===== config.mk =====
export PLATFORM = sky130hd
export DESIGN_NAME = stpq_cell
export DESIGN_NICKNAME = d
export VERILOG_FILES = /design/src/rtl/core/stpq_pkg.sv /design/src/rtl/core/stpq_cell.sv
export SDC_FILE = /design/constraint.sdc
export NUM_CORES = 1
export LEC_CHECK = 0
export ABC_AREA = 1
export ABC_CLOCK_PERIOD_IN_PS = 2300
export BUFFER_PORTS_ARGS = -buffer_cell sky130_fd_sc_hd__buf_2
export CORE_UTILIZATION = 39
export CTS_CLUSTER_DIAMETER = 150
export DETAILED_ROUTE_END_ITERATION = 10
export PLACE_DENSITY_LB_ADDON = 0.1
export SLEW_MARGIN = 20
export SYNTH_ARGS = -nofsm -noshare
export SYNTH_HDL_FRONTEND = slang
export SYNTH_SLANG_ARGS = --single-unit

===== constraint.sdc =====
create_clock -name clk_i -period 2.3 [get_ports clk_i]
set_clock_uncertainty 0.15 [all_clocks]
set_input_delay 0.23 -clock clk_i [delete_from_list [all_inputs] [get_ports clk_i]]
set_output_delay 0.23 -clock clk_i [all_outputs]
set_load 0.02 [all_outputs]

===== src/rtl/core/stpq_pkg.sv =====
`timescale 1ns / 1ps

package stpq_pkg;

  // default queue depth
  localparam int unsigned QUEUE_DEPTH = 256;

  // command codes
  localparam logic CMD_PUSH = 1'b0;
  localparam logic CMD_POP  = 1'b1;

  // status codes
  localparam logic [1:0] STATUS_OK    = 2'd0;
  localparam logic [1:0] STATUS_FULL  = 2'd1;
  localparam logic [1:0] STATUS_EMPTY = 2'd2;

  // tier codes
  localparam logic [1:0] TIER_NONE   = 2'd0;
  localparam logic [1:0] TIER_LETTER = 2'd1;
  localparam logic [1:0] TIER_OTHER  = 2'd2;
  localparam logic [1:0] TIER_VOWEL  = 2'd3;

  // input beat
  typedef struct packed {
    logic       cmd;
    logic [7:0] in_char;
  } req_t;

  // result beat
  typedef struct packed {
    logic [7:0] out_char;
    logic [1:0] out_tier;
    logic [1:0] status;
    logic [8:0] occupancy;
  } res_t;

  // one held entry
  typedef struct packed {
    logic [1:0] tier;
    logic [7:0] char_val;
  } entry_t;

  // broadcast control for the cell row
  typedef struct packed {
    logic   push;
    logic   pop;
    entry_t new_entry;
  } cell_ctrl_t;

  // vowels tier 3, other letters tier 1, anything else tier 2
  function automatic logic [1:0] tier_of(input logic [7:0] c);
    logic [7:0] lower;
    logic       letter;
    logic       vowel;
    lower  = c | 8'h20;
    letter = ((c >= 8'h61) && (c <= 8'h7a)) || ((c >= 8'h41) && (c <= 8'h5a));
    vowel  = (lower == 8'h61) || (lower == 8'h65) || (lower == 8'h69) ||
             (lower == 8'h6f) || (lower == 8'h75);
    if (!letter) begin
      return TIER_OTHER;
    end else if (vowel) begin
      return TIER_VOWEL;
    end
    return TIER_LETTER;
  endfunction

endpackage


===== src/rtl/core/stpq_cell.sv =====
`timescale 1ns / 1ps

module stpq_cell (
  input  logic                clk_i,
  input  stpq_pkg::cell_ctrl_t ctrl_i,
  input  logic                valid_i,
  input  logic                left_ge_i,
  input  stpq_pkg::entry_t    left_entry_i,
  input  stpq_pkg::entry_t    right_entry_i,
  output stpq_pkg::entry_t    entry_o,
  output logic                ge_o
);
  import stpq_pkg::*;

  entry_t entry_q, entry_d;

  // held entry ranks at or above the incoming one
  assign ge_o = valid_i && (entry_q.tier >= ctrl_i.new_entry.tier);

  // keep, take the new entry, shift right on push, shift left on pop
  always_comb begin
    entry_d = entry_q;
    priority if (ctrl_i.push) begin
      if (ge_o) begin
        entry_d = entry_q;
      end else if (left_ge_i) begin
        entry_d = ctrl_i.new_entry;
      end else begin
        entry_d = left_entry_i;
      end
    end else if (ctrl_i.pop) begin
      entry_d = right_entry_i;
    end
  end

  always_ff @(posedge clk_i) begin
    entry_q <= entry_d;
  end

  assign entry_o = entry_q;

endmodule


==> impl_results.md, run 1 <==
- Switching power: 0.151 mW
- Post-Syn Area: 629 µm²
- Period minus WS final: 1.80 ns
- Antenna Cells: 0
- Yosys top cell area share: 47.7%
- Row count: 14
- Flop2flop setup slack: 0.50 ns
- Antenna violations before repair: 0
- Initial Util: 41.8%
- Synth cell count leaders: nand2_1, o21ai_2, edfxtp_1, nor2_1, o21ai_1
- Inserted Clock Buffers: 3
- Area grow syn2layout: 37.8%
- WS Path Type: flop to flop
- Sequential power share: 46.7%
- FILL cells: 155
- Max-Cap Viols: 0
- Post-Synthesis Cells: 69
- Pre-Repair DR Iteration Count: 4
- Switching share of power: 30.4%
- Post-Place Setup Slack: 0.508 ns
- Grt total ovfl: 0
- Fin worst setup slack: 0.499 ns
- Clk pin slew, worst setup/hold paths: 0.07 ns
- Final period utilization: 78.3%
- Final RePlAce weighted congestion: 0.740
- Max Freq: 0.555 GHz
- Final setup fails: 0
- Die area: 0.00178 mm²
- Vias in the first global route: 635
- Slew margin rel.: 71.4%
- Io pins: 46
- CP max FO: 10
- Critical Path Sink: entry_o[5]
- CTS HTree Levels: 1
- Port bufs: 45
- Int Pwr: 0.344 mW
- Nets@finish: 153
- GRT Overall Usage: 19.5%
- CTS tree: built
- Worst R2R End: entry_o[5]
- Critical path arrival: 1.56 ns
- CTS root buffer: clkbuf_4
- Total negative slack: 0 ns
- Yosys top cell by area: edfxtp_1
- Worst setup SP type: flop
- EDFF count, synth: 10
- Synth Register Bits: 10
- Synth warnings: 0
- Largest net degree at the start of global routing: 13
- Fin cells: 131
- Worst-Skew Late Latency: 0.26 ns
- Setup crit start: entry_o[9]
- Comb pwr share: 28.7%
- Final Util: 57.6%
- Worst Max-Slew Pin Slew: 0.427 ns
- CP Capture Type: flop
- Post-CTS Resized: 0
- # DRC: 0
- Clk sinks: 10
- Ranking of synthesized cells by area: edfxtp_1, o21ai_2, nand2_1, o21ai_1, nor2_1
- Cts hold-fix bufs: 0
- Via count: 636
- First-pass GRT wire length: 2550 µm
- DR vias/cell: 4.85
- Maximum VDD drop: 0.350 mV
- Max reg flops: 10
- Clk buf depth: 2
- Leak: 0.440 nW
- Antenna viol nets, final: 0
- Status: completed
- Worst EP required: 2.06 ns
- Worst Reg-to-Reg Cells: 6
- Min-Delay Path Class: input port to flop
- Post CTS Setup Buffer Count: 0
- Die Y-Extent: 42.2 µm
- Power Density: 570 mW/mm²
- Post-synth ARST share: 0%
- Sequential fraction of the synthesis area: 47.7%
- Share of cells above drive strength 1: 52.2%
- Post-DP HPWL: 1160 µm
- WL per Instance: 11.5 µm
- Top_reg_cell synth: edfxtp_1
- Cell variety after synth: 10
- RSZ-0062 raised after global routing: false
- Clock network power share: 24.6%
- RR Startpoint: entry_o[9]
- Final hold violation count: 0
- Placed Cells: 127
- Die width: 42.2 µm
- Syn Area/Cell: 9.12 µm²
- Initial DRC count: 17
- Drt total wl: 1510 µm
- Most common cell in the netlist: nand2_1
- Core Region: 0.00151 mm²
- Max-slew violations: 0
- Post-Syn Nets: 106
-- per-layer routing --
metal / global-route usage [%] / vias up / share of wire [%]
li1: - / 325 / -
met1: 21.4 / 273 / 41
met2: 34.8 / 36 / 49
met3: 6.03 / 2 / 9.5
met4: 7.50 / 0 / 0.93
met5: 0 / - / 0
-- power by group through the flow --
stage,sequential (mW),clock (mW),combinational [mW]
finish,0.231,0.122,0.142
floorplan,0.260,0,0.0621
CTS,0.231,0.122,0.144
global placement,0.235,0,0.138
detailed placement,0.235,0,0.144
global route,0.233,0.136,0.158
-- placed cells by master, fill, tap and decap left out --
master / count
o21ai_1: 9
edfxtp_1: 10
nand3_1: 1
clkbuf_4: 3
inv_2: 1
o21ai_2: 11
clkinv_1: 1
inv_1: 6
ha_1: 2
nor2_1: 10
buf_2: 45
nand2_1: 16
-- metrics by stage --
| step | total power, mW | hold slack, ns | area (µm²) |
|---|---|---|---|
| floorplan | 0.322 | 0.272 | 629 |
| detailed placement | 0.379 | 0.362 | 841 |
| CTS | 0.497 | 0.0927 | 867 |
| global placement | 0.373 | 0.360 | 841 |
| global route | 0.526 | 0.0942 | 867 |
| finish | 0.494 | 0.0926 | 867 |
-- cells by family after synthesis --
logic type	Yosys count	share of synthesized area [%]
flops	10	47.7
compound gates	20	22.5
buf+inv	10	9.54
fa+ha+maj	2	3.98
simple gates	27	16.3
-- worst max-delay path: stages (launching register included) --
cell	delay, ns
edfxtp_1	0.39
ha_1	0.30
nand2_1	0.07
nand3_1	0.07
nand2_1	0.08
nand2_1	0.05
nand2_1	0.33
-- area by class of cell --
cell class	count	area, µm²	area share (%)
sequential	10	300	34.6
multi-input combinational	49	269	31.0
timing repair buffer	45	225	26.0
inverter	7	26.3	3.03
clock buffer	3	22.5	2.60
tap	16	20.0	2.31
clock inverter	1	3.75	0.433
-- worst min path at each step --
stage,slack [ns],startpoint,cells after the start,end
after detailed placement,0.36,right_entry_i[2],3,entry_o[2]
final,0.09,right_entry_i[7],3,entry_o[7]
after global routing,0.09,right_entry_i[7],3,entry_o[7]
after CTS,0.09,right_entry_i[7],3,entry_o[7]
after floorplan,0.27,right_entry_i[0],2,entry_o[0]
after global placement,0.36,right_entry_i[7],3,entry_o[7]
Note: power is estimated with default switching activity, not from simulation.
==> inputs of run 2 (changes only) <==
Settings changed: ABC_CLOCK_PERIOD_IN_PS 2300 to 1680.
Clock period 2.3 ns to 1.68 ns, I/O delays scaled along.
==> impl_results.md, run 2 (same netlist as run 1, synthesis figures left out) <==
- Max stage delay on crit path: 0.39 ns (about the same)
- Vias in the first global route: 638 (was 635)
- Post CTS Setup Buffer Count: 0 (unchanged)
- Max-slew violations: 0 (unchanged)
- Die width: 42.2 µm (unchanged)
- # DRC: 0 (unchanged)
- Clk sinks: 10 (unchanged)
- Initial Util: 41.8% (unchanged)
- Critical path arrival: 1.34 ns (was 1.56 ns)
- Period minus WS final: 1.66 ns
- Crit-path slowest cell: edfxtp_1 (unchanged)
- Design Area, Final: 897 µm² (was 867 µm²)
- Clk pin slew, worst setup/hold paths: 0.07 ns (about the same)
- Post-DP HPWL: 1140 µm (was 1160 µm)
- Commonest non-fill, non-tap cell in the layout: buf_2 (unchanged)
- Final Util: 59.6% (was 57.6%)
- Cts hold-fix bufs: 0 (unchanged)
- Final setup fails: 0 (unchanged)
- CTS HTree Levels: 1 (unchanged)
- Nets@finish: 155 (was 153)
- RSZ-0062 raised after global routing: true (was false)
- Io pins: 46 (unchanged)
- GRT Overall Usage: 19.0% (was 19.5%)
- WL per Instance: 11.5 µm (about the same)
- GR peak layer: met2 (unchanged)
- Leak: 0.451 nW (was 0.440 nW)
- Final hold violation count: 0 (unchanged)
- Final period utilization: 98.9%
- Largest net degree at the start of global routing: 13 (unchanged)
- Status: completed (unchanged)
- Via count: 623 (was 636)
- M1 GR Usage: 24.7% (was 21.4%)
- Max reg flops: 10 (unchanged)
- Worst Reg-to-Reg Cells: 6 (unchanged)
- CP cell instances: ha_1 -> nand2_1 -> nand3_1 -> nand2_2 -> inv_2 -> buf_6 (was ha_1 -> nand2_1 -> nand3_1 -> nand2_1 -> nand2_1 -> nand2_1)
- Min-Delay Path Class: input port to flop (unchanged)
- Maximum VDD drop: 0.457 mV (was 0.350 mV)
- Area grow syn2layout: 42.5% (was 37.8%)
- Worst-Skew Late Latency: 0.26 ns (about the same)
- Share of cells above drive strength 1: 55.6% (was 52.2%)
- Setup crit start: entry_o[9] (unchanged)
- Grt total ovfl: 0 (unchanged)
- Drt total wl: 1530 µm (was 1510 µm)
- Met3 usage: 2.59% (was 6.03%)
- Pre-Repair DR Iteration Count: 3 (was 4)
- Antenna viol nets, final: 0 (unchanged)
- CTS root buffer: clkbuf_4 (unchanged)
- Slew margin rel.: 83.4% (was 71.4%)
- Clk buf depth: 2 (unchanged)
- Core Region: 0.00151 mm² (unchanged)
- Worst R2R End: entry_o[3] (was entry_o[5])
- CP max FO: 2 (was 10)
- Inserted Clock Buffers: 3 (unchanged)
- Final RePlAce weighted congestion: 0.780 (was 0.740)
- Max-Cap Viols: 0 (unchanged)
- CTS tree: built (unchanged)
- Worst setup SP type: flop (unchanged)
- Worst EP required: 1.36 ns (was 2.06 ns)
- Flop2flop setup slack: 0.05 ns (was 0.50 ns)
- Row count: 14 (unchanged)
- Antenna Cells: 0 (unchanged)
- DR vias/cell: 4.68 (was 4.85)
- Worst Max-Slew Pin Slew: 0.248 ns (was 0.427 ns)
- Initial DRC count: 11 (was 17)
- Port bufs: 45 (unchanged)
- M2 GR Usage: 32.6% (was 34.8%)
- Max Freq: 0.602 GHz
- Antenna violations before repair: 0 (unchanged)
- Critical Path Sink: ge_o (was entry_o[5])
- Die Y-Extent: 42.2 µm (unchanged)
- RR Startpoint: entry_o[9] (unchanged)
- Most frequent cells in the layout: buf_2, nand2_1, o21ai_2 (unchanged)
- Total negative slack: 0 ns (unchanged)
- CP Capture Type: output port (was flop)
- Power Density: 768 mW/mm² (was 570 mW/mm²)
- First-pass GRT wire length: 2590 µm (was 2550 µm)
- WS Path Type: flop to output port (was flop to flop)
- Die area: 0.00178 mm² (unchanged)
- Post-DP Area: 851 µm² (was 841 µm²)
==> run 2: cell type report <==
type / instances / area (µm²)
clock buffer: 3 / 22.5
clock inverter: 1 / 3.75
fill: 152 / 609
inverter: 7 / 26.3
multi-input combinational: 50 / 285
sequential: 10 / 300
tap: 16 / 20.0
timing repair buffer: 46 / 239
==> run 2: timing repair <==
item	4_1_cts	5_1_grt
resized for setup	3	2
endpoints found under the setup margin	1	11
pin swaps	5	2
cloned	0	1
==> run 2: worst min path at each step <==
stage          cells after the start        startpoint  slack [ns]          to
3_5_place_dp                       3  right_entry_i[2]        0.30  entry_o[2]
3_3_place_gp                       3  right_entry_i[4]        0.30  entry_o[4]
4_1_cts                            3  right_entry_i[2]        0.03  entry_o[2]
2_1_floorplan                      2  right_entry_i[0]        0.21  entry_o[0]
6_report                           3  right_entry_i[2]        0.04  entry_o[2]
5_1_grt                            3  right_entry_i[0]        0.04  entry_o[0]
==> run 2: where the power goes <==
group	total [mW]	internal, mW	switching [mW]
registers	0.315	0.309	0.00639
logic	0.209	0.0842	0.125
clock network	0.165	0.0855	0.0794
total	0.689	0.478	0.211
==> run 2: layer usage <==
| metal | part of all wire (%) | wire, µm |
|---|---|---|
| met5 | 0 | 0 |
| met4 | 0 | 0 |
| met3 | 6.3 | 97 |
| met2 | 49 | 749 |
| met1 | 45 | 682 |
==> run 2: worst max-delay path, delay by kind of cell (launching register included) <==
| family | cells | cell delay (ns) |
|---|---|---|
| simple gates | 3 | 0.24 |
| buf+inv | 2 | 0.16 |
| flops | 1 | 0.39 |
| fa+ha+maj | 1 | 0.30 |
==> run 2: metrics by stage <==
stage          cells  setup slack [ns]  hold slack [ns]  power [mW]
2_1_floorplan     69           0.00951            0.210       0.442
3_3_place_gp     128            0.0852            0.299       0.514
6_report         133            0.0177           0.0381       0.689
3_5_place_dp     128           0.00868            0.298       0.519
5_1_grt          133           -0.0557           0.0402       0.729
4_1_cts          132           -0.0189           0.0302       0.690
==> inputs of run 3 (changes only) <==
Settings changed: BUFFER_PORTS_ARGS -buffer_cell sky130_fd_sc_hd__buf_2 to -buffer_cell sky130_fd_sc_hd__buf_4.
==> impl_results.md, run 3 (same netlist as run 1, synthesis figures left out) <==
- Status: completed (unchanged)
- Min-Delay Path Class: input port to flop (unchanged)
- Period minus WS final: 1.63 ns (was 1.66 ns)
- RR Startpoint: entry_o[9] (unchanged)
- GRT Overall Usage: 20.1% (was 19.0%)
- Worst setup SP type: flop (unchanged)
- Area grow syn2layout: 64.4% (was 42.5%)
- Flop2flop setup slack: 0.13 ns (was 0.05 ns)
- First-pass GRT wire length: 2660 µm (was 2590 µm)
- RSZ-0062 raised after global routing: true (unchanged)
- Commonest non-fill, non-tap cell in the layout: buf_4 (was buf_2)
- Critical path arrival: 1.31 ns (was 1.34 ns)
- Final Util: 68.7% (was 59.6%)
- Antenna violations before repair: 0 (unchanged)
- Nets@finish: 155 (unchanged)
- Final hold violation count: 0 (unchanged)
- Max stage delay on crit path: 0.43 ns (was 0.39 ns)
- Final setup fails: 0 (unchanged)
- # DRC: 0 (unchanged)
- Maximum VDD drop: 0.507 mV (was 0.457 mV)
- Post-DP HPWL: 1290 µm (was 1140 µm)
- DR vias/cell: 4.95 (was 4.68)
- WS Path Type: flop to output port (unchanged)
- Total power: 0.724 mW (was 0.689 mW)
- Worst Max-Slew Pin Slew: 0.189 ns (was 0.248 ns)
- Hold Slack: 0.0436 ns (was 0.0381 ns)
- Via count: 653 (was 623)
- Worst R2R End: entry_o[1] (was entry_o[3])
- Leak: 0.490 nW (was 0.451 nW)
- Endpoint, Worst Hold: entry_o[0] (was entry_o[2])
- Pre-Repair DR Iteration Count: 4 (was 3)
- Die width: 42.2 µm (unchanged)
- Worst-Skew Late Latency: 0.25 ns (was 0.26 ns)
- Cells on Worst Hold Path: 3 (unchanged)
- Antenna Cells: 0 (unchanged)
- Row count: 14 (unchanged)
- Worst Reg-to-Reg Cells: 6 (unchanged)
- Initial DRC count: 9 (was 11)
- Fin worst setup slack: 0.0493 ns (was 0.0177 ns)
- Crit-path slowest cell: edfxtp_1 (unchanged)
- Post-Place Setup Slack: 0.0208 ns (was 0.00868 ns)
- Max-slew violations: 0 (unchanged)
- Initial Util: 41.8% (unchanged)
- Clk buf depth: 2 (unchanged)
- Drt total wl: 1620 µm (was 1530 µm)
- Antenna viol nets, final: 0 (unchanged)
- CTS tree: built (unchanged)
- Clk sinks: 10 (unchanged)
- Min-delay src: right_entry_i[0] (was right_entry_i[2])
- CP cell instances: ha_4 -> nand2_1 -> nand3_2 -> nand2_2 -> inv_2 -> buf_6 (was ha_1 -> nand2_1 -> nand3_1 -> nand2_2 -> inv_2 -> buf_6)
- Worst EP required: 1.36 ns (about the same)
- Placed Cells: 128 (unchanged)
- Final period utilization: 97.1% (was 98.9%)
- Io pins: 46 (unchanged)
- Share of cells above drive strength 1: 59.5% (was 55.6%)
- Fin cells: 132 (was 133)
- CP max FO: 2 (unchanged)
- Most frequent cells in the layout: buf_4, nand2_1, o21ai_2 (was buf_2, nand2_1, o21ai_2)
- Vias in the first global route: 634 (was 638)
- Power Density: 700 mW/mm² (was 768 mW/mm²)
- CTS root buffer: clkbuf_4 (unchanged)
- Die area: 0.00178 mm² (unchanged)
- Die Y-Extent: 42.2 µm (unchanged)
- CP Capture Type: output port (unchanged)
- Port bufs: 45 (unchanged)
- Grt total ovfl: 0 (unchanged)
- Inserted Clock Buffers: 3 (unchanged)
- CTS HTree Levels: 1 (unchanged)
- WL per Instance: 12.3 µm (was 11.5 µm)
- Core Region: 0.00151 mm² (unchanged)
- Final RePlAce weighted congestion: 0.781 (was 0.780)
- Max-Cap Viols: 0 (unchanged)
- Slew margin rel.: 87.4% (was 83.4%)
- Max reg flops: 10 (unchanged)
- FILL cells: 133 (was 152)
- Largest net degree at the start of global routing: 13 (unchanged)
- Max Freq: 0.613 GHz (was 0.602 GHz)
- Clk pin slew, worst setup/hold paths: 0.06 ns (was 0.07 ns)
==> run 3: cell types whose count changed in the layout (fill, tap and decap cells not counted), sizes merged <==
| cell | previous run | this run |
|---|---|---|
| buf | 46 | 47 |
| nand2 | 17 | 16 |
| clkinv | 1 | 0 |
==> run 3: power breakdown <==
group          internal, mW  switching [mW]
combinational         0.127           0.128
sequential            0.309         0.00935
clock                0.0820          0.0680
==> run 3: repair_timing <==
action | CTS | global route
endpoints found under the hold margin | 0 | 0
hold buffers | 0 | 0
gates resized for setup | 1 | 7
pin swaps | 5 | 3
endpoints found under the setup margin | 1 | 11
setup buffers | 1 | 0
==> run 3: layout make-up <==
cell class	instances	area (µm²)	area share (%)
flip-flops and latches	10	300	29.0
well taps	16	20.0	1.93
repair buffers	47	357	34.5
clock buffers	3	22.5	2.18
multi-input cells	49	309	29.9
inverters	7	26.3	2.54
==> run 3: worst max path at each step <==
| stage | start | to | slack, ns | cells after the start |
|---|---|---|---|---|
| CTS | entry_o[9] | ge_o | -0.01 | 6 |
| finish | entry_o[9] | ge_o | 0.05 | 6 |
| global placement | entry_o[9] | entry_o[4] | 0.09 | 6 |
| detailed placement | entry_o[9] | entry_o[4] | 0.02 | 6 |
| global route | entry_o[9] | ge_o | -0.006 | 6 |
| floorplan | entry_o[9] | entry_o[0] | 0.01 | 6 |
==> run 3: worst max-delay path, delay by kind of cell (launching register included) <==
family | cells | cell delay, ns
adder cells (fa/ha/maj) | 1 | 0.29
AND/OR/NAND/NOR | 3 | 0.18
flip-flops | 1 | 0.43
buffers and inverters | 2 | 0.17
==> run 3: metal layers <==
| layer | GRT usage [%] | vias to the layer above | routed length, µm | share of wire (%) |
|---|---|---|---|---|
| li1 | - | 326 | - | - |
| met1 | 23.6 | 296 | 608 | 37 |
| met2 | 36.0 | 29 | 906 | 56 |
| met3 | 4.74 | 2 | 94 | 5.8 |
| met4 | 5.63 | 0 | 13 | 0.80 |
| met5 | 0 | - | 0 | 0 |
==> run 3: metrics by stage <==
stage                     instance area (µm²)   TNS, ns
after global placement                    963         0
after CTS                                 997   -0.0146
final                                    1030         0
after detailed placement                  963         0
after floorplan                           632         0
after global routing                     1030  -0.00635
